**src/rtl/plst_pkg.sv**
```systemverilog
// Package for the positional list store: command and status codes,
// default capacity and the result item record.
// No dependencies; used by plst_ctrl and positional_list_store_core.
package plst_pkg;

	localparam int CAPACITY_DEF = 16;

	// Command codes carried on the input selector.
	localparam logic [1:0] CMD_INSERT  = 2'd0;
	localparam logic [1:0] CMD_DELETE  = 2'd1;
	localparam logic [1:0] CMD_REVERSE = 2'd2;
	localparam logic [1:0] CMD_DUMP    = 2'd3;

	// Status codes carried on each result item.
	localparam logic [1:0] ST_OK    = 2'd0;
	localparam logic [1:0] ST_RANGE = 2'd1;
	localparam logic [1:0] ST_FULL  = 2'd2;
	localparam logic [1:0] ST_EMPTY = 2'd3;

	typedef struct packed {
		logic [1:0]         status;
		logic signed [31:0] value_out;
		logic [4:0]         position_out;
		logic [4:0]         element_count;
		logic               last;
	} res_t;

endpackage

```
**src/rtl/plst_ram.sv**
```systemverilog
// Generic single-clock RAM: one write port, one read port, registered read.
// No dependencies.
module plst_ram #(
	parameter int WIDTH = 32,
	parameter int DEPTH = 16
) (
	input  logic                     clk,
	input  logic                     we,
	input  logic [$clog2(DEPTH)-1:0] waddr,
	input  logic [WIDTH-1:0]         wdata,
	input  logic [$clog2(DEPTH)-1:0] raddr,
	output logic [WIDTH-1:0]         rdata
);

	logic [WIDTH-1:0] mem [DEPTH];

	always_ff @(posedge clk) begin
		if (we) begin
			mem[waddr] <= wdata;
		end
		rdata <= mem[raddr];
	end

endmodule

```
**src/rtl/plst_ctrl.sv**
```systemverilog
// Sequencer of the positional list store: decodes a command, then moves
// entries through the list RAM one read and one write at a time.
// Depends on plst_pkg and plst_ram.
module plst_ctrl import plst_pkg::*; #(
	parameter int CAPACITY = CAPACITY_DEF
) (
	input  logic               clk,
	input  logic               arst_n,
	input  logic               in_valid,
	output logic               in_ready,
	input  logic [1:0]         in_cmd,
	input  logic signed [31:0] in_value,
	input  logic [4:0]         in_pos,
	output logic               res_valid,
	output res_t               res,
	input  logic               res_take
);

	localparam int AW = $clog2(CAPACITY);
	localparam int CW = $clog2(CAPACITY + 1);
	localparam int XW = ((CW > 5) ? CW : 5) + 1;

	typedef enum logic [3:0] {
		S_IDLE,
		S_INS_RD,
		S_INS_WR,
		S_INS_PUT,
		S_DEL_RD,
		S_DEL_WR,
		S_REV_RDA,
		S_REV_RDB,
		S_REV_WRA,
		S_REV_WRB,
		S_DUMP_RD,
		S_DUMP_OUT,
		S_RESP
	} state_t;

	state_t      state_q;
	logic [CW-1:0] cnt_q;
	logic [AW-1:0] idx_q;
	logic [AW-1:0] hi_q;
	logic [AW-1:0] end_q;
	logic [1:0]    status_q;
	logic [31:0]   val_q;
	logic [31:0]   tmp_q;

	logic          we;
	logic [AW-1:0] waddr;
	logic [31:0]   wdata;
	logic [AW-1:0] raddr;
	logic [31:0]   rdata;

	logic [AW-1:0] idx_dec;
	logic [AW-1:0] idx_inc;
	logic [CW-1:0] idx_next_cw;
	logic          dump_last;
	logic          rev_more;
	logic [XW-1:0] pos_x;
	logic [XW-1:0] n_x;
	logic          ins_bad;
	logic          del_bad;

	plst_ram #(
		.WIDTH(32),
		.DEPTH(CAPACITY)
	) u_ram (
		.clk  (clk),
		.we   (we),
		.waddr(waddr),
		.wdata(wdata),
		.raddr(raddr),
		.rdata(rdata)
	);

	assign idx_dec     = idx_q - AW'(1);
	assign idx_inc     = idx_q + AW'(1);
	assign idx_next_cw = CW'(idx_q) + CW'(1);
	assign dump_last   = (idx_next_cw == cnt_q);
	assign rev_more    = ((AW + 1)'(idx_q) + (AW + 1)'(2)) < (AW + 1)'(hi_q);
	assign pos_x       = XW'(in_pos);
	assign n_x         = XW'(cnt_q);
	assign ins_bad     = (in_pos == 5'd0) || (pos_x > n_x + XW'(1));
	assign del_bad     = (in_pos == 5'd0) || (pos_x > n_x);

	assign in_ready  = (state_q == S_IDLE);
	assign res_valid = (state_q == S_RESP) || (state_q == S_DUMP_OUT);

	// RAM port steering per sequencer step.
	always_comb begin
		we    = 1'b0;
		waddr = idx_q;
		wdata = rdata;
		raddr = idx_q;
		unique case (state_q)
			S_INS_RD:  raddr = idx_dec;
			S_INS_WR:  we = 1'b1;
			S_INS_PUT: begin
				we    = 1'b1;
				waddr = end_q;
				wdata = val_q;
			end
			S_DEL_RD:  raddr = idx_inc;
			S_DEL_WR:  we = 1'b1;
			S_REV_RDB: raddr = hi_q;
			S_REV_WRA: we = 1'b1;
			S_REV_WRB: begin
				we    = 1'b1;
				waddr = hi_q;
				wdata = tmp_q;
			end
			default: ;
		endcase
	end

	always_comb begin
		if (state_q == S_DUMP_OUT) begin
			res.status       = ST_OK;
			res.value_out    = rdata;
			res.position_out = 5'(idx_next_cw);
			res.last         = dump_last;
		end else begin
			res.status       = status_q;
			res.value_out    = '0;
			res.position_out = '0;
			res.last         = 1'b1;
		end
		res.element_count = 5'(cnt_q);
	end

	always_ff @(posedge clk or negedge arst_n) begin
		if (!arst_n) begin
			state_q  <= S_IDLE;
			cnt_q    <= '0;
			idx_q    <= '0;
			hi_q     <= '0;
			end_q    <= '0;
			status_q <= ST_OK;
			val_q    <= '0;
			tmp_q    <= '0;
		end else begin
			unique case (state_q)
				S_IDLE: begin
					if (in_valid) begin
						val_q    <= in_value;
						status_q <= ST_OK;
						unique case (in_cmd)
							CMD_INSERT: begin
								if (ins_bad) begin
									status_q <= ST_RANGE;
									state_q  <= S_RESP;
								end else if (cnt_q >= CW'(CAPACITY)) begin
									status_q <= ST_FULL;
									state_q  <= S_RESP;
								end else begin
									idx_q <= AW'(cnt_q);
									end_q <= AW'(in_pos - 5'd1);
									if (n_x == pos_x - XW'(1)) begin
										state_q <= S_INS_PUT;
									end else begin
										state_q <= S_INS_RD;
									end
								end
							end
							CMD_DELETE: begin
								if (del_bad) begin
									status_q <= ST_RANGE;
									state_q  <= S_RESP;
								end else begin
									idx_q <= AW'(in_pos - 5'd1);
									if (pos_x == n_x) begin
										cnt_q   <= cnt_q - CW'(1);
										state_q <= S_RESP;
									end else begin
										state_q <= S_DEL_RD;
									end
								end
							end
							CMD_REVERSE: begin
								if (cnt_q > CW'(1)) begin
									idx_q   <= '0;
									hi_q    <= AW'(cnt_q - CW'(1));
									state_q <= S_REV_RDA;
								end else begin
									state_q <= S_RESP;
								end
							end
							CMD_DUMP: begin
								if (cnt_q == '0) begin
									status_q <= ST_EMPTY;
									state_q  <= S_RESP;
								end else begin
									idx_q   <= '0;
									state_q <= S_DUMP_RD;
								end
							end
						endcase
					end
				end
				S_INS_RD: state_q <= S_INS_WR;
				S_INS_WR: begin
					idx_q <= idx_dec;
					if (idx_dec == end_q) begin
						state_q <= S_INS_PUT;
					end else begin
						state_q <= S_INS_RD;
					end
				end
				S_INS_PUT: begin
					cnt_q   <= cnt_q + CW'(1);
					state_q <= S_RESP;
				end
				S_DEL_RD: state_q <= S_DEL_WR;
				S_DEL_WR: begin
					idx_q <= idx_inc;
					if (CW'(idx_inc) == cnt_q - CW'(1)) begin
						cnt_q   <= cnt_q - CW'(1);
						state_q <= S_RESP;
					end else begin
						state_q <= S_DEL_RD;
					end
				end
				S_REV_RDA: state_q <= S_REV_RDB;
				S_REV_RDB: begin
					tmp_q   <= rdata;
					state_q <= S_REV_WRA;
				end
				S_REV_WRA: state_q <= S_REV_WRB;
				S_REV_WRB: begin
					idx_q <= idx_inc;
					hi_q  <= hi_q - AW'(1);
					if (rev_more) begin
						state_q <= S_REV_RDA;
					end else begin
						state_q <= S_RESP;
					end
				end
				S_DUMP_RD: state_q <= S_DUMP_OUT;
				S_DUMP_OUT: begin
					if (res_take) begin
						if (dump_last) begin
							state_q <= S_IDLE;
						end else begin
							idx_q   <= idx_inc;
							state_q <= S_DUMP_RD;
						end
					end
				end
				S_RESP: begin
					if (res_take) begin
						state_q <= S_IDLE;
					end
				end
				default: state_q <= S_IDLE;
			endcase
		end
	end

endmodule

```
**src/rtl/positional_list_store_core.sv**
```systemverilog
// Top level of the positional list store: sequencer plus output register.
// Depends on plst_pkg, plst_ctrl (which holds plst_ram).
//
// Channel   Direction  Handshake           Payload
// s_*       in         s_tvalid/s_tready   tuser: cmd; tdata: value_in, position
// m_*       out        m_tvalid/m_tready   tuser: status; tdata: value_out,
//                                          position_out, element_count; tlast: last
//
// The block takes one command at a time. The list RAM has a single read port
// with a registered read, so each entry that insert, delete or reverse moves
// costs a read and a write of the list RAM.
// Reset clears the entry count and the sequencer; the list RAM is not cleared,
// since only entries below the count are ever read.
// A stalled output holds the result in the output register; the sequencer waits
// until that register can take the next result, and s_tready stays low meanwhile.
module positional_list_store_core import plst_pkg::*; #(
	parameter int CAPACITY = CAPACITY_DEF
) (
	input  logic        clk,
	input  logic        arst_n,
	input  logic        s_tvalid,
	output logic        s_tready,
	input  logic [39:0] s_tdata,   // [31:0] value_in, [36:32] position, rest zero
	input  logic [1:0]  s_tuser,   // [1:0] cmd
	output logic        m_tvalid,
	input  logic        m_tready,
	output logic [47:0] m_tdata,   // [31:0] value_out, [36:32] position_out,
	                               // [41:37] element_count, rest zero
	output logic [1:0]  m_tuser,   // [1:0] status
	output logic        m_tlast
);

	logic res_valid;
	res_t res;
	logic slot_free;

	// Output register state. It refills in the same cycle that it is drained.
	logic out_valid_q;
	res_t out_q;

	assign slot_free = !out_valid_q || m_tready;

	plst_ctrl #(
		.CAPACITY(CAPACITY)
	) u_ctrl (
		.clk      (clk),
		.arst_n   (arst_n),
		.in_valid (s_tvalid),
		.in_ready (s_tready),
		.in_cmd   (s_tuser),
		.in_value (s_tdata[31:0]),
		.in_pos   (s_tdata[36:32]),
		.res_valid(res_valid),
		.res      (res),
		.res_take (slot_free)
	);

	always_ff @(posedge clk or negedge arst_n) begin
		if (!arst_n) begin
			out_valid_q <= 1'b0;
			out_q       <= '0;
		end else if (slot_free) begin
			out_valid_q <= res_valid;
			if (res_valid) begin
				out_q <= res;
			end
		end
	end

	assign m_tvalid = out_valid_q;
	assign m_tdata  = {6'd0, out_q.element_count, out_q.position_out, out_q.value_out};
	assign m_tuser  = out_q.status;
	assign m_tlast  = out_q.last;

endmodule
```
**config.mk**
```make
export PLATFORM = sky130hd
export DESIGN_NAME = positional_list_store_core
export DESIGN_NICKNAME = d
export VERILOG_FILES = /design/src/rtl/plst_pkg.sv /design/src/rtl/plst_ram.sv /design/src/rtl/plst_ctrl.sv /design/src/rtl/positional_list_store_core.sv
export SDC_FILE = /design/constraint.sdc
export NUM_CORES = 1
export LEC_CHECK = 0
export BUFFER_PORTS_ARGS = -buffer_cell sky130_fd_sc_hd__clkbuf_2
export CAP_MARGIN = 20
export CORE_UTILIZATION = 55
export CTS_BUF_LIST = sky130_fd_sc_hd__clkbuf_8
export DETAILED_ROUTE_END_ITERATION = 10
export HOLD_SLACK_MARGIN = 0.06
export PLACE_DENSITY = 0.72
export SETUP_SLACK_MARGIN = 0.4
export SYNTH_ARGS = -nofsm -noshare
export SYNTH_HDL_FRONTEND = slang
export SYNTH_SLANG_ARGS = --single-unit
```
**constraint.sdc**
```tcl
create_clock -name clk -period 6.45 [get_ports clk]
set_input_delay 0.3225 -clock clk [delete_from_list [all_inputs] [get_ports clk]]
set_output_delay 0.3225 -clock clk [all_outputs]
set_load 0.05 [all_outputs]
```
After elaboration in Yosys (flattened, before gate mapping):

Memories as Yosys holds them, arrays and structs flattened. A register that Yosys moved wholly into a read port is not among the register bits.
Cells that the tools add are included.

* bits in registers: 133
* memory bits (writable): 512
* bits of input ports: 46
* word-level logic and storage cells: 137
* memories kept: 1

* add/subtract/negate cells: 10
* $lt $le $gt $ge: 5
* eq/ne operators: 35
* mux-type cells: 49
* bitwise logic cells: 2
* reductions and logical operators: 21

Memory list
* u_ctrl.u_ram.mem: words 16, width 32, read ports 1, clocked after Yosys merged registers in 1, wr ports 1, RTL line plst_ram.sv:15 `logic [WIDTH-1:0] mem [DEPTH];`

Operator list (number)
* 4-bit two-way mux: 22
* 32-bit one-hot mux with 2 select lines: 1
* 4-bit one-hot mux with 13 select lines: 1
* 4-bit one-hot mux with 4 select lines: 3
* 39-bit two-way mux: 1
* 5-bit two-way mux: 5
* 4-bit equality test, second input constant: 5
* 4-bit by 3-bit equality test with 1-bit output, second input constant: 4
* 4-bit one-hot mux with 2 select lines: 2
* 5-bit one-hot mux with 3 select lines: 1
* 3-bit inequality test, second input constant: 4
* 4-bit one-hot mux with 3 select lines: 1
* 4-bit by 1-bit subtractor with 4-bit output, second input constant: 3
* 5-bit equality test: 2
* 5-bit logical NOT: 2
* 2-bit two-way mux: 5
* 2-bit by 1-bit inequality test with 1-bit output, second input constant: 5
* 2-bit inequality test, second input constant: 5
* 9-bit AND reduction: 1
* 4-bit by 2-bit equality test with 1-bit output, second input constant: 2
* 5-bit by 1-bit adder with 6-bit output, second input constant: 1
* 5-bit by 6-bit equality test with 1-bit output: 1
* 5-bit by 6-bit greater-than comparator with 1-bit output: 1
* 2-bit one-hot mux with 3 select lines: 1
* 33 further kinds: 43

Logic depth before layout (Yosys ltp):

Gate-level depths: netlist (run 1).

* depth after elaboration: 8
* gate-level depth with buffers: 13
* depth with buffers taken out: 11

Modules after synthesis:

From an unflattened synthesis (run 1), not the netlist that was laid out.

* cell total of the unflattened synthesis: 1679
* area, all modules: 28009.4 µm²

By module, submodules not included
* plst_ram: times used 1, cells each 838, area each 19835.3 µm², sequential area each 16015.4 µm²
* plst_ctrl: times used 1, cells each 736, area each 6241.0 µm², sequential area each 2177.1 µm²
* positional_list_store_core: times used 1, cells each 105, area each 1933.1 µm², sequential area each 1151.1 µm²

Worst setup path after synthesis (run 1):

OpenSTA, ideal clock, no wires.

* path kind: reg2reg
* start point: register u_ctrl.state_q[2]
* end point: memory u_ctrl.u_ram.mem[0][0], enable pin
* library setup time: 421 ps
* arrival time: 3300 ps
* required time: 6029 ps
* slack: 2729 ps
* cell stages (with the launch flop): 9
* clock period less this slack: 3721 ps
* cells stage by stage: dfrtp_1 -> buf_2 -> buf_1 -> nor3_1 -> nor2_1 -> nand2_1 -> nand2_1 -> or2_2 -> nor2_1

* longest elaborated chain between the ends: 5
* elaborated cells on any way between the ends: 10
* those cells by class: eq/ne: 5; mux: 4; reduce/logical: 1

RTL lines
* from (decl): RTL line plst_ctrl.sv:39 `state_t state_q;`
* from (signal assigned): RTL line plst_ctrl.sv:133 `state_q <= S_IDLE;`
* from (signal assigned): RTL line plst_ctrl.sv:151 `state_q <= S_RESP;`
* from (signal assigned): RTL line plst_ctrl.sv:154 `state_q <= S_RESP;`
* 4-bit by 2-bit equality test with 1-bit output, or another cell as far along: RTL line plst_ctrl.sv:95 `unique case (state_q)`
* 5-bit OR reduction (no source line)
* 1-bit two-way mux: RTL line plst_ctrl.sv:95
* 1-bit two-way mux: RTL line plst_ram.sv:18 `if (we) begin`
* 1-bit two-way mux (not written as such): RTL line plst_ram.sv:19 `mem[waddr] <= wdata;`
* to (decl): RTL line plst_ram.sv:15

Parallel ways exist; a longest one is shown, timed or not.

Worst setup path in the final report (run 1):

* start point: register u_ctrl.state_q[0]
* end point: memory u_ctrl.u_ram.mem[4][31], enable pin

The elaborated chain is that of the path after synthesis.

==> results.sh, run 1 <==
export IMPL_status="finished clean"
export IMPL_stdcell_count=2566
export IMPL_clock_root_buffer="clkbuf_8"
export IMPL_grt_overflow=0
export IMPL_timing_final_ws_setup_ps=1860
export IMPL_r2r_start="u_ctrl.state_q[0]"
export IMPL_antenna_left=0
export IMPL_synth_seq_cells=677
export IMPL_firstDrtPassIters=5
export IMPL_yosysSeqAreaShare=0.706
export IMPL_io_pins=99
export IMPL_synthFlopType="edfxtp_1"
export IMPL_r2r_slack_ps=1860
export IMPL_drv_slew=0
export IMPL_clk_pin_slew_ps=60
export IMPL_drt_initial_drc_count=1654
export IMPL_grt_pass1_wl_um=95900
export IMPL_crit_chain="nor2b_1, and2_2, nor2_4, nand2_1, nand2_1, nand4b_1, nor2_4, buf_4"
export IMPL_startpoint="u_ctrl.state_q[0]"
export IMPL_rsz0062_at_grt="no"
export IMPL_drt_wl_total_um=63900
export IMPL_n_fill_cell=3512
export IMPL_post_place_ws_ps=1910
export IMPL_cts_buffer_depth=3
export IMPL_cts_tree="done"
export IMPL_async_reset_ff_frac=0.196
export IMPL_cts_resized=0
export IMPL_clk_latency_ps=700
export IMPL_syn_area_um2=27400
export IMPL_num_vias=15700
export IMPL_placedCellCount=2328
export IMPL_grt_pass1_vias=15800
export IMPL_finalSetupTns_ps=0
export IMPL_synth_edff_count=512
export IMPL_core_um2=49100
export IMPL_cp_required_ps=6800
export IMPL_ys_types=68
export IMPL_timing_hold_ws_ps=152
export IMPL_placementRows=81
export IMPL_drive_above_1_share=0.272
export IMPL_cp_start_kind="flop"
export IMPL_yosysWarnings=0
export IMPL_setup_viol=0
export IMPL_grt_busiest_layer="met2"
export IMPL_antenna_found_initial=0
export IMPL_die_area_um2=50700
export IMPL_crit_arrival_ps=4940
export IMPL_avgSynthCellArea_um2=16.8
export IMPL_clkSinkCount=677
export IMPL_htree_num_levels=3
export IMPL_min_period_ps=4590
export IMPL_fin_crit_sh=0.711
export IMPL_crit_path_max_fanout=22
export IMPL_slew_headroom=0.288
export IMPL_drc=0
export IMPL_gp_congestion=0.920
export IMPL_cts_buffers=107
export IMPL_tightest_slew_ps=1070
export IMPL_die_x_um=225
export IMPL_drv_cap=0
export IMPL_peakVddDrop_uv=466
export IMPL_synthCells=1631
export IMPL_r2r_end="u_ctrl.u_ram.mem[4][31]"
export IMPL_use_met3=0.0511
export IMPL_postCtsSetupBuffers=0
export IMPL_crit_type="flop to flop"
export IMPL_grtUsageMet2=0.413
export IMPL_fin_nets=1878
export IMPL_dp_hpwl_um=36700
export IMPL_multiInputGateArea_um2=7680
export IMPL_crit_path_end="u_ctrl.u_ram.mem[4][31]"
export IMPL_vias_per_cell=6.13
export IMPL_cp_end_kind="flop"
export IMPL_die_height_um=225
export IMPL_grt_util_met1=0.362
export IMPL_cellPowerDensity_nw_per_um2=558
export IMPL_wl_per_cell_um=24.9
export IMPL_grt_max_degree=112
export IMPL_max_stage_delay_ps=980
export IMPL_worstRegToRegCells=8
export IMPL_start_util=0.559
export IMPL_holdCritPathClass="input port to flop"
export IMPL_regArea_um2=19300
export IMPL_leakage_nw=11.3
export IMPL_portBuffers=89
export IMPL_area_delta_synth_final_pct=13.4
export IMPL_hold_viol_final=0
export IMPL_max_freq_ghz=0.218
export IMPL_skew_ps=35.7
export IMPL_track_usage=0.258
export IMPL_slowest_stage="nor2_4"
export IMPL_diodes=0
[routing by layer]
metal | vias up | wire [um]
li1 | 6810 | -
met1 | 8142 | 26800
met4 | 0 | 1350
met3 | 112 | 4780
met2 | 663 | 31000
met5 | - | 0
[how the worst min path moves through the flow]
stage | start | end | slack (ps) | cells past startpoint
after floorplan | arst_n | m_tdata[0] | 30 | 0
after global placement | arst_n | u_ctrl.tmp_q[31] | 450 | 1
after detailed placement | arst_n | u_ctrl.tmp_q[31] | 460 | 1
after CTS | m_tready | m_tvalid | 110 | 3
after global routing | m_tready | m_tvalid | 160 | 3
final | m_tready | m_tvalid | 150 | 3
[layout make-up]
cell class | count | area share
clock buffers | 117 | 0.0518
multi-input cells | 838 | 0.247
well taps | 664 | 0.0267
inverters | 23 | 0.00278
clock inverters | 86 | 0.0138
repair buffers | 161 | 0.0359
flip-flops and latches | 677 | 0.622
[where the power goes]
| group | total (mW) | switching [mW] | internal (mW) | leakage, nW |
|---|---|---|---|---|
| clock network | 3.40 | 1.65 | 1.76 | 1.22 |
| logic | 7.27 | 4.37 | 2.90 | 3.49 |
| registers | 6.69 | 0.523 | 6.17 | 6.57 |
| total | 17.4 | 6.54 | 10.8 | 11.3 |
[kinds of logic after synthesis]
kind of cell | synth area share
compound gates | 0.0757
flops | 0.706
other cells | 0.000137
xor+xnor | 0.0126
simple gates | 0.0403
fa+ha+maj | 0.0110
buf+inv | 0.0220
mux | 0.133
[layout by cell type, fill, tap and decap left out, types with 24 or more instances in the layout]
| cell | instances |
|---|---|
| nand2_1 | 138 |
| mux2_2 | 123 |
| a22oi_1 | 81 |
| nor2_1 | 26 |
| dfxtp_1 | 32 |
| buf_4 | 34 |
| a221oi_1 | 29 |
| edfxtp_1 | 512 |
| clkbuf_2 | 88 |
| dlygate4sd3_1 | 35 |
| mux4_2 | 92 |
| a22o_1 | 34 |
| inv_1 | 71 |
| dfrtp_1 | 133 |
| ha_1 | 24 |
| o21ai_0 | 36 |
| clkbuf_8 | 117 |
[synth_stat cells, types with 5 or more instances]
cell      count  area, um^2
ha_1         24         300
nand4_1       5        31.3
mux2i_1      13         130
o211ai_1      8        60.1
mux2_2      123        1390
a211o_1       5        43.8
o21ai_0      36         180
dfrtp_1     133        3330
a22oi_1      81         608
a21oi_1      19        95.1
a31oi_1       6        37.5
buf_6         8        90.1
dfxtp_1      32         641
mux4_2       92        2070
o22ai_1      13        81.3
clkbuf_1     40         150
xor2_1       12         105
buf_1        10        37.5
buf_2        25         125
a22o_1       34         298
a221oi_1     29         254
inv_1        21        78.8
nor2_1       48         180
buf_4        15         113
a21o_1        6        45.0
nand2_1     140         526
edfxtp_1    512       15400
nor3_1       14        70.1
nor2b_1       9        56.3
nand3_1      16        80.1
o21ai_1      14        70.1
xnor2_1      20         175
[registers in the layout, summed over array words and instances, names as in the netlist]
register,flops
m_tvalid,1
u_ctrl.status_q,2
m_tlast,1
u_ctrl.end_q,4
m_tdata,42
u_ctrl.tmp_q,32
m_tuser,2
u_ctrl.idx_q,4
u_ctrl.u_ram.rdata,32
u_ctrl.hi_q,4
u_ctrl.cnt_q,5
u_ctrl.u_ram.mem,512
u_ctrl.state_q,4
u_ctrl.val_q,32
[worst max-delay path: cells and delay by family (launching register included)]
kind | cells | cell delay (ps)
flops | 1 | 570
simple gates | 7 | 3310
buf+inv | 1 | 380
[stage by stage]
step | power, mW | cell area [um^2] | util
finish | 17.4 | 31100 | 0.634
global route | 18.3 | 31100 | 0.634
CTS | 17.5 | 31100 | 0.634
detailed placement | 14.0 | 28700 | 0.585
global placement | 13.8 | 28700 | 0.585
floorplan | 12.1 | 27400 | -
[timing repair]
item	4_1_cts	5_1_grt
hold endpoints to repair	118	0
hold buffers	35	0
setup endpoints to repair	0	0
No activity file was read; power rests on OpenSTA's default activity.
==> inputs of run 2 (changes only) <==
clock period = 4.75 ns   (was 6.45 ns; I/O delays follow)
==> run 2 against run 1 <==
- hold slack worse by 11 ps
- global-route usage up 0.17 points
- first-iteration DRC count up 5.7%
- utilization up 0.68 points
- sequential share of layout area down 0.66 points
- count of clock-buffer cells in the layout up 2
- flip-flop and latch count unchanged
- clock skew down 19 ps
- sequential power up 35%
- maximum frequency up 22%
- largest power group unchanged
==> results.sh, run 2 (synthesis results as in run 1) <==
export IMPL_placementRows=81
export IMPL_drc=0
export IMPL_postCtsSetupBuffers=0
export IMPL_internal_power_mw=14.9
export IMPL_slowest_stage="a2111oi_0"
export IMPL_num_vias=15800
export IMPL_drive_above_1_share=0.282
export IMPL_wl_per_cell_um=24.8
export IMPL_fin_crit_sh=0.792
export IMPL_crit_chain="inv_1, nor3_1, xnor2_1, ha_1, and3_1, o21ai_0, a32oi_1, nor2_1, a2111oi_0, nor3_1, mux2_2"
export IMPL_stdcell_count=2584
export IMPL_use_met3=0.0464
export IMPL_cp_required_ps=5310
export IMPL_die_x_um=225
export IMPL_cp_end_kind="flop"
export IMPL_seqPwrFrac=0.380
export IMPL_firstDrtPassIters=7
export IMPL_track_usage=0.260
export IMPL_placedCellCount=2346
export IMPL_cts_buffers=105
export IMPL_sw_frac_of_total=0.374
export IMPL_core_um2=49100
export IMPL_drv_slew=0
export IMPL_slew_headroom=0.285
export IMPL_fin_nets=1897
export IMPL_final_common_cell="edfxtp_1"
export IMPL_grt_max_degree=90
export IMPL_finalSetupTns_ps=0
export IMPL_grtUsageMet2=0.410
export IMPL_cp_common_cell="nor3_1"
export IMPL_cpLargestDelayFamily="compound AO/OA/AOI/OAI gates"
export IMPL_p_total_mw=23.8
export IMPL_antenna_found_initial=1
export IMPL_clkPwrFrac=0.197
export IMPL_portBuffers=89
export IMPL_leakage_nw=11.4
export IMPL_cp_start_kind="flop"
export IMPL_p_switching_mw=8.88
export IMPL_tightest_slew_ps=1070
export IMPL_largest_reg_flops=512
export IMPL_most_common_layout_cells="512 x edfxtp_1, 138 x nand2_1, 133 x dfrtp_1"
export IMPL_grt_overflow=0
export IMPL_clk_latency_ps=680
export IMPL_crit_type="flop to flop"
export IMPL_antenna_left=0
export IMPL_timing_hold_ws_ps=141
export IMPL_crit_arrival_ps=4320
export IMPL_max_stage_delay_ps=720
export IMPL_htree_num_levels=3
export IMPL_hold_viol_final=0
export IMPL_path_buf_inv=1
export IMPL_dp_hpwl_um=37400
export IMPL_setup_viol=0
export IMPL_clkSinkCount=677
export IMPL_area_delta_synth_final_pct=14.7
export IMPL_holdCritPathClass="input port to flop"
export IMPL_timing_final_ws_setup_ps=988
export IMPL_die_area_um2=50700
export IMPL_rsz0062_at_grt="no"
export IMPL_clk_pin_slew_ps=60
export IMPL_comb_power_share=0.423
export IMPL_cts_buffer_depth=3
export IMPL_start_util=0.559
export IMPL_min_period_ps=3760
export IMPL_top_register="u_ctrl.u_ram.mem"
export IMPL_status="finished clean"
export IMPL_skew_ps=17.1
export IMPL_cellPowerDensity_nw_per_um2=756
export IMPL_post_place_ws_ps=1040
export IMPL_drt_initial_drc_count=1748
export IMPL_n_fill_cell=3390
export IMPL_die_height_um=225
export IMPL_vias_per_cell=6.13
export IMPL_peakVddDrop_uv=819
export IMPL_cts_tree="done"
export IMPL_clock_root_buffer="clkbuf_8"
export IMPL_grt_busiest_layer="met2"
export IMPL_gp_congestion=0.911
export IMPL_grt_pass1_vias=16000
export IMPL_drt_wl_total_um=64000
export IMPL_cts_resized=0
export IMPL_io_pins=99
export IMPL_stdcell_area_um2=31400
export IMPL_final_core_util=0.641
export IMPL_grt_util_met1=0.372
export IMPL_drv_cap=0
export IMPL_max_freq_ghz=0.266
export IMPL_grt_pass1_wl_um=97200
export IMPL_crit_path_max_fanout=10
export IMPL_placed_area_um2=29000
[run 2: changes by cell type in the layout (fill, tap and decap cells not counted), sizes merged]
cell | previous run | this run
diode | 0 | 1
clkinv | 30 | 27
bufinv | 2 | 3
buf | 38 | 56
inv | 74 | 70
clkbuf | 205 | 207
dlygate4sd3 | 35 | 38
[run 2: final timing paths]
path                            startpoint               to  slack [ps]  depth (start not counted)
setup / recovery           u_ctrl.cnt_q[2]  u_ctrl.idx_q[1]         990                         11
hold / removal                 s_tdata[33]  u_ctrl.end_q[1]         140                          4
setup reg to reg           u_ctrl.cnt_q[2]  u_ctrl.idx_q[1]         990                         11
hold reg to reg                m_tdata[41]      m_tdata[41]         480                          2
max in group asynchronous           arst_n      m_tdata[22]        3360                          3
min in group asynchronous           arst_n  u_ctrl.val_q[2]         240                          2
[run 2: worst reg2reg max path: cells and delay by family (launching register included)]
kind,cells,cell delay [ps]
adder cells (fa/ha/maj),1,300
AO/OA/AOI/OAI,3,1110
XOR/XNOR,1,130
flip-flops,1,580
buffers and inverters,1,240
AND/OR/NAND/NOR,4,940
multiplexers,1,340
[run 2: per-layer routing]
layer / vias to the layer above / part of all wire
met5: - / 0
met4: 0 / 0.021
met3: 110 / 0.076
met2: 680 / 0.48
met1: 8202 / 0.43
li1: 6844 / -
[run 2: power by group through the flow]
stage,Sequential [mW],Clock [mW],Combinational (mW)
6_report,9.04,4.67,10.1
5_1_grt,9.15,5.01,10.8
4_1_cts,9.02,4.75,10.1
3_5_place_dp,9.13,0,10.0
3_3_place_gp,9.07,0,9.81
2_1_floorplan,9.39,0,6.99
[run 2: timing repair]
action | CTS | global route
endpoints found under the setup margin | 0 | 0
hold endpoints to repair | 128 | 0
hold buffers | 38 | 0
[run 2: cell type report]
type,instances,area (um^2),share of cell area
clock inverters,80,428,0.0136
flip-flops and latches,677,19300,0.616
clock buffers,119,1640,0.0521
well taps,664,831,0.0264
multi-input cells,838,7680,0.244
repair buffers,182,1420,0.0452
inverters,23,86.3,0.00275
diodes,1,2.50,0.0000796
==> inputs of run 3 (changes only) <==
clock period = 3.7 ns   (was 4.75 ns; I/O delays follow)
==> run 3 against run 2 <==
- combinational power up 34%
- global-route usage down 0.13 points
- clock skew up 44 ps
- die area unchanged
- maximum frequency up 19%
- clock power up 27%
- utilization up 0.59 points
- final cell count up 0.77%
- non-clock buffer count up 24
- hold slack worse by 49 ps
- via count up 0.87%
- sequential share of layout area down 0.56 points
==> results.sh, run 3 (synthesis results as in run 1) <==
export IMPL_status="finished clean"
export IMPL_start_util=0.559
export IMPL_cp_required_ps=4280
export IMPL_die_x_um=225
export IMPL_drt_wl_total_um=64200
export IMPL_portBuffers=89
export IMPL_p_total_mw=31.0
export IMPL_tightest_slew_ps=1110
export IMPL_timing_final_ws_setup_ps=539
export IMPL_cp_end_kind="flop"
export IMPL_htree_num_levels=3
export IMPL_multiInputGateArea_um2=7710
export IMPL_leakage_nw=11.6
export IMPL_clock_root_buffer="clkbuf_8"
export IMPL_die_area_um2=50700
export IMPL_die_height_um=225
export IMPL_setup_viol=0
export IMPL_placedCellCount=2362
export IMPL_stdcell_count=2604
export IMPL_comb_power_share=0.436
export IMPL_wl_per_cell_um=24.7
export IMPL_regArea_um2=19300
export IMPL_slew_headroom=0.260
export IMPL_clkSinkCount=677
export IMPL_cts_buffers=102
export IMPL_drv_slew=0
export IMPL_vias_per_cell=6.13
export IMPL_placementRows=81
export IMPL_holdCritPathClass="input port to asynchronous set/reset pin"
export IMPL_peakVddDrop_uv=923
export IMPL_track_usage=0.259
export IMPL_rsz0062_at_grt="yes"
export IMPL_finalSetupTns_ps=0
export IMPL_cellPowerDensity_nw_per_um2=979
export IMPL_grt_max_degree=72
export IMPL_top_register="u_ctrl.u_ram.mem"
export IMPL_grt_overflow=0
export IMPL_antenna_found_initial=1
export IMPL_clk_pin_slew_ps=70
export IMPL_antenna_left=0
export IMPL_crit_arrival_ps=3750
export IMPL_n_fill_cell=3347
export IMPL_dp_hpwl_um=36000
export IMPL_p_switching_mw=11.6
export IMPL_crit_path_max_fanout=7
export IMPL_cts_tree="done"
export IMPL_hold_viol_final=0
export IMPL_seqPwrFrac=0.372
export IMPL_skew_ps=60.8
export IMPL_stdcell_area_um2=31700
export IMPL_core_um2=49100
export IMPL_sw_frac_of_total=0.373
export IMPL_internal_power_mw=19.5
export IMPL_min_period_ps=3160
export IMPL_clkPwrFrac=0.192
export IMPL_drt_initial_drc_count=1789
export IMPL_placed_area_um2=29200
export IMPL_final_common_cell="edfxtp_1"
export IMPL_drv_cap=0
export IMPL_clk_latency_ps=710
export IMPL_grt_pass1_vias=16000
export IMPL_cts_buffer_depth=3
export IMPL_fin_crit_sh=0.854
export IMPL_cp_start_kind="flop"
export IMPL_most_common_layout_cells="512 x edfxtp_1, 138 x nand2_1, 131 x dfrtp_1"
export IMPL_area_delta_synth_final_pct=15.7
export IMPL_fin_nets=1919
export IMPL_firstDrtPassIters=5
export IMPL_drc=0
export IMPL_largest_reg_flops=512
export IMPL_crit_type="flop to flop"
export IMPL_io_pins=99
export IMPL_post_place_ws_ps=442
export IMPL_gp_congestion=0.916
export IMPL_num_vias=16000
export IMPL_max_freq_ghz=0.316
export IMPL_grt_pass1_wl_um=96500
export IMPL_drive_above_1_share=0.294
-- run 3: cell count changes in the layout (fill, tap and decap cells not counted), sizes merged --
cell and delta:
clkbuf +7, bufinv -2, diode +1, nor2 +1, clkinv -10, dlygate4sd3 +2
inv -1, buf +22
-- run 3: area by class of cell --
class                           instances  share of cell area
Sequential cell                       677               0.610
Multi-Input combinational cell        839               0.243
Clock buffer                          126              0.0547
Timing Repair Buffer                  206              0.0534
Tap cell                              664              0.0262
Clock inverter                         67             0.00963
Inverter                               23             0.00272
Antenna cell                            2            0.000158
-- run 3: path summary, 6_finish.rpt --
path / startpoint / to / slack, ps / cells after the start
worst max-delay path: u_ctrl.cnt_q[1] / u_ctrl.status_q[0] / 540 / 12
worst min-delay path: arst_n / m_tvalid / 90 / 2
worst max register to register: u_ctrl.cnt_q[1] / u_ctrl.status_q[0] / 540 / 12
worst min register to register: m_tdata[39] / m_tdata[39] / 470 / 2
max in group asynchronous: arst_n / u_ctrl.tmp_q[28] / 2650 / 3
min in group clk: s_tdata[36] / u_ctrl.state_q[1] / 170 / 5
-- run 3: metrics by stage --
step | util | hold slack [ps]
global placement | 0.595 | 246
CTS | 0.645 | 65.6
finish | 0.647 | 92.2
detailed placement | 0.595 | 260
floorplan | - | -111
global route | 0.647 | 147
-- run 3: layer usage --
metal  track usage  vias up  share of wire
met5             0        -              0
met1         0.363     8251           0.42
met3        0.0430       92          0.076
met2         0.416      743           0.49
li1              -     6887              -
met4        0.0838        0          0.019
-- run 3: power groups by stage --
stage | clock network (mW) | registers, mW | logic, mW
after floorplan | 0 | 12.0 | 8.98
after global placement | 0 | 11.6 | 13.0
after detailed placement | 0 | 11.7 | 13.2
after CTS | 6.04 | 11.5 | 13.4
after global routing | 6.35 | 11.7 | 14.5
final | 5.95 | 11.6 | 13.5
-- run 3: worst max-delay path, cell delays in order (launching register included) --
cell           delay, ps
dfrtp_1              500
inv_1                200
ha_1                 340
inv_1                160
ha_1                 270
nor2b_1              130
o21ai_0              140
a32oi_1              130
a211oi_1             340
a211oi_1              80
nor3_1               160
nor2_1                50
dlygate4sd3_1        550
-- run 3: what timing repair did --
| action | CTS | global route |
|---|---|---|
| setup endpoints to repair | 1 | 56 |
| cloned | 0 | 1 |
| pin swaps | 0 | 2 |
| resized for setup | 1 | 8 |
| hold endpoints to repair | 111 | 0 |
| hold buffers | 40 | 0 |
| setup buffers | 0 | 6 |
